`src/hw/rtl/cht_pkg.sv`:
```
// Shared types, sizes and codes for the chained hash table.
package cht_pkg;

    // Table geometry; both counts are powers of two
    localparam int BUCKETS     = 256;
    localparam int NODES       = 256;
    localparam int KEY_BITS    = 32;
    localparam int HANDLE_BITS = 16;
    localparam int COUNT_W     = 9;

    localparam int BKT_W  = $clog2(BUCKETS);
    localparam int NODE_W = $clog2(NODES);
    // Link field: one extra bit marks the end of a chain
    localparam int NEXT_W = NODE_W + 1;
    // Allocation count reaches NODES itself
    localparam int USED_W = NODE_W + 1;

    localparam logic [NEXT_W-1:0] END_LINK = NEXT_W'(NODES);
    localparam logic [USED_W-1:0] POOL_FULL = USED_W'(NODES);

    typedef enum logic [1:0] {
        OP_INSERT = 2'd0,
        OP_SEARCH = 2'd1,
        OP_CLEAR  = 2'd2
    } op_t;

    typedef enum logic [1:0] {
        STAT_OK   = 2'd0,
        STAT_MISS = 2'd1,
        STAT_FULL = 2'd2
    } status_t;

    typedef enum logic [1:0] {
        S_IDLE,
        S_EXEC,
        S_WALK
    } state_t;

    // Bucket table command: read and write never fall in the same cycle
    typedef struct packed {
        logic             rd;
        logic             wr;
        logic             clr;
        logic [BKT_W-1:0] addr;
        logic [NODE_W-1:0] head;
    } bkt_cmd_t;

    typedef struct packed {
        logic              valid;
        logic [NODE_W-1:0] head;
    } bkt_rsp_t;

    // One chain node as stored in the pool
    typedef struct packed {
        logic [KEY_BITS-1:0]    key;
        logic [HANDLE_BITS-1:0] handle;
        logic [NEXT_W-1:0]      next;
    } node_t;

    typedef struct packed {
        logic              rd;
        logic              wr;
        logic [NODE_W-1:0] addr;
        node_t             data;
    } node_cmd_t;

endpackage

```
`src/hw/rtl/cht_bucket_table.sv`:
```
// Bucket table: per-bucket valid bits and chain head memory.
module cht_bucket_table
    import cht_pkg::*;
(
    input  logic     clk,
    input  logic     rst_n,
    input  bkt_cmd_t cmd,
    output bkt_rsp_t rsp
);

    logic [NODE_W-1:0]  head_mem [BUCKETS];
    logic [BUCKETS-1:0] valid_reg;
    logic [NODE_W-1:0]  rd_head_reg;
    logic               rd_valid_reg;

    // Head memory, registered read
    always_ff @(posedge clk)
    begin
        if (cmd.wr)
        begin
            head_mem[cmd.addr] <= cmd.head;
        end
        if (cmd.rd)
        begin
            rd_head_reg <= head_mem[cmd.addr];
        end
    end

    // Valid bits; clear empties every bucket at once
    always_ff @(posedge clk or negedge rst_n)
    begin
        if (!rst_n)
        begin
            valid_reg    <= '0;
            rd_valid_reg <= 1'b0;
        end
        else
        begin
            if (cmd.clr)
            begin
                valid_reg <= '0;
            end
            else if (cmd.wr)
            begin
                valid_reg[cmd.addr] <= 1'b1;
            end
            if (cmd.rd)
            begin
                rd_valid_reg <= valid_reg[cmd.addr];
            end
        end
    end

    assign rsp.valid = rd_valid_reg;
    assign rsp.head  = rd_head_reg;

endmodule

```
`config.mk`:
```
export PLATFORM = sky130hd
export DESIGN_NAME = cht_bucket_table
export DESIGN_NICKNAME = d
export VERILOG_FILES = /design/src/hw/rtl/cht_pkg.sv /design/src/hw/rtl/cht_bucket_table.sv
export SDC_FILE = /design/constraint.sdc
export NUM_CORES = 2
export LEC_CHECK = 0
export BUFFER_PORTS_ARGS = -buffer_cell sky130_fd_sc_hd__buf_2
export CAP_MARGIN = 25
export CORE_MARGIN = 8
export CORE_UTILIZATION = 25
export DETAILED_ROUTE_END_ITERATION = 6
export PLACE_DENSITY = 0.46
export SYNTH_ARGS = -nofsm -noshare
export SYNTH_HDL_FRONTEND = slang
export SYNTH_SLANG_ARGS = --single-unit
```
`constraint.sdc`:
```
create_clock -name clk -period 2.4 [get_ports clk]
set_input_delay 0.72 -clock clk [delete_from_list [all_inputs] [get_ports clk]]
set_output_delay 0.72 -clock clk [all_outputs]
set_load 0.01 [all_outputs]
```
==> impl_metrics.tcl <==
set metrics [dict create \
    outcome "complete, but fails checks" \
    violations "negative setup slack" \
    layout-drive-gt1-share_pct 40.51 \
    ctsLongestPathBuffers 4 \
    worst_pin_slew_ns 0.8694 \
    hold_violations 0 \
    crit_chain "mux4_2, mux4_2, mux4_2, nor2_4, a211oi_2, or4_1" \
    io_buffers 29 \
    irDropWorstVdd_mv 0.6482 \
    gr-usage-met1_pct 19.42 \
    final_common_cell "edfxtp_1" \
    p_clk_share_pct 44.2 \
    dpl.hpwl_mm 180.8 \
    setup_slack_ns -0.5262 \
    critical_path_peak_fanout 1 \
    num_rows 220 \
    synth_cell_types 47 \
    pre_cts_slack_ns -1.654 \
    design.die.area_um2 379800 \
    fin_crit_sh_pct 121.9 \
    vias 46870 \
    h-tree-depth 4 \
    worstSkewPairLatency_ns 0.91 \
    p_per_area_nw_per_um2 772.6 \
    dr.pass1.iters 7 \
    drt_iter0_drc 4206 \
    grt_max_degree 87 \
    post_drt_wl_per_cell_um 26.60 \
    ys_seq_area_share_pct 75.68 \
    die_h_um 616.2 \
    largest_reg_flops 2048 \
    async_flop_share_pct 11.11 \
    drt-total-wl_mm 274.3 \
    p_seq_share_pct 49.6 \
    cts_tree "yes" \
    clock-skew-final_ns 0.07173 \
    synthToLayoutAreaGrowth_pct 27.44 \
    final_nets 5349 \
    rrSetupSlack_ns -0.53 \
    cts_inserted_buffers 248 \
    critPathLaunchType "flop" \
    power.switching_mw 19.17 \
    synth_top_flop_cell "edfxtp_1" \
    rsz0062_at_grt "yes" \
    max-cap-violations 0 \
    crit_type "reg2reg" \
    syn_inst 4301 \
    dieWidth_um 616.2 \
    synth-seq-cells 2313 \
    fin_area_um2 114800 \
    crit_top_cell "mux4_2" \
    placed_area_um2 104800 \
    start_util_pct 25.09 \
    end_kind "flop" \
    antenna_found_initial 14 \
    core_um2 358900 \
    io_pins 30 \
    min_path_type "in2reg" \
    grt_pass1_vias 48420 \
    cts.clk_slew.worst_paths_ns 0.06 \
    drc 0 \
    synth_warnings 0 \
    cts_sinks 2313 \
    grt_overflow 0 \
    setup-violations-final 23 \
    gp_congestion 0.7966 \
    crit_required_ns 3.05 \
    syn_nets 4322 \
    internal_power_mw 69.51 \
    p_leak_nw 38.57 \
    track_usage_pct 14.02 \
    grt_busiest_layer "met2" \
    cts-root-buf "clkbuf_16" \
    fmax_ghz 0.3417 \
    ant_nets 0 \
    slew_headroom_pct 41.59 \
    grt.met2_usage_pct 23.38 \
    synth_area_per_cell_um2 20.94 \
    slew_viol_final 0 \
    critPathMaxStageDelay_ns 0.63 \
    stdcell_count 10310 \
    netlist_area_um2 90070 \
    switching_share_pct 21.62 \
    dp_cells 9759 \
    comb_power_share_pct 6.2 \
    worstPathArrival_ns 3.58 \
    mostFrequentLayoutCells "edfxtp_1 (2056), buf_4 (738), mux4_2 (711)" \
    slowest_stage "mux4_2" \
    vias_per_cell 4.545 \
    period_needed_ns 2.926 \
    grt_pass1_wl_mm 385.7 \
    synth_edf_count 2056 \
    use_met3_pct 1.950 \
]
[synth_stat cells (2+ instances only)]
master / number / share of area [%]
clkbuf_1: 95 / 0.40
a32oi_1: 3 / 0.029
buf_2: 70 / 0.39
nand2_1: 58 / 0.24
buf_4: 27 / 0.23
o21ai_0: 17 / 0.094
mux2i_1: 29 / 0.32
nand3_1: 34 / 0.19
a22oi_1: 20 / 0.17
and3_1: 2 / 0.014
dfrtp_1: 257 / 7.1
o32ai_1: 2 / 0.019
o22ai_1: 3 / 0.021
nand2b_1: 4 / 0.028
buf_6: 16 / 0.20
nor2_1: 749 / 3.1
o31ai_1: 2 / 0.017
edfxtp_1: 2056 / 69
o211ai_1: 5 / 0.042
mux2_2: 11 / 0.14
and2_1: 5 / 0.035
inv_1: 6 / 0.025
nor2b_1: 6 / 0.042
a211oi_1: 5 / 0.042
a221oi_1: 3 / 0.029
or2_2: 2 / 0.014
a31oi_1: 6 / 0.042
buf_1: 36 / 0.15
mux4_2: 711 / 18
o21a_1: 2 / 0.017
nor3_1: 16 / 0.089
or3_1: 2 / 0.014
a21oi_1: 6 / 0.033
o21ba_2: 20 / 0.22
nand4_1: 3 / 0.021
[final timing paths]
check / from / to / cells past startpoint
setup / recovery: head_mem[63][0] / rd_head_reg[0] / 6
hold / removal: cmd[16] / valid_reg[152] / 2
setup reg to reg: head_mem[63][0] / rd_head_reg[0] / 6
hold reg to reg: valid_reg[115] / valid_reg[115] / 2
max in group asynchronous: rst_n / valid_reg[21] / 3
min in group asynchronous: rst_n / valid_reg[139] / 2
[logic make-up after synthesis]
family	Yosys count	share of synthesized area (%)
AO/OA/AOI/OAI	104	0.8710
buffers and inverters	250	1.385
flip-flops	2313	75.68
multiplexers	751	18.24
AND/OR/NAND/NOR	883	3.824
[layer usage]
metal	vias up	wire length [µm]
met4	0	6603
li1	19600	-
met2	1243	133300
met5	-	0
met3	318	13180
met1	25710	121200
[cell type report]
cell class              count  area, µm²
diodes                      5      12.51
clock buffers             304       6528
clock inverters           152       1783
fillers                 34410     244200
inverters                   6      25.02
multi-input cells        1738      21390
flip-flops and latches   2313      68170
well taps                4773       5972
repair buffers           1021      10910
[what timing repair did]
| item | 4_1_cts | 5_1_grt |
|---|---|---|
| setup buffers | 33 | 52 |
| hold endpoints to repair | 27 | 0 |
| hold buffers | 1 | 0 |
| pin swaps | 13 | 18 |
| resized for setup | 95 | 54 |
| gates cloned | 9 | 4 |
| setup endpoints to repair | 75 | 49 |
[worst max-delay path, delay by kind of cell, from the launching register on]
family / cells / cell delay, ns
multiplexers: 3 / 1.68
AND/OR/NAND/NOR: 2 / 0.56
AO/OA/AOI/OAI: 1 / 0.06
flip-flops: 1 / 0.36
[per-stage QoR]
step           hold slack [ns]  util [%]  power (mW)  setup TNS, ns
3_5_place_dp            0.4793     29.20       50.04       -1749.08
6_report                0.1405     31.98       88.68         -2.994
3_3_place_gp            0.4729     29.19       49.99       -1758.15
2_1_floorplan           0.4244         -       47.20       -1147.74
5_1_grt                 0.1007     31.98       91.38         -3.071
4_1_cts                0.08418     31.80       89.64         -2.392
[power by group through the flow]
stage          registers [mW]  clock network (mW)  logic [mW]
3_3_place_gp             44.8                   0        5.18
5_1_grt                  44.0                41.7        5.75
2_1_floorplan            44.8                   0        2.38
4_1_cts                  44.0                40.2        5.47
3_5_place_dp             44.8                   0        5.22
6_report                 44.0                39.2        5.48
Note: power is estimated with default switching activity, not from simulation.
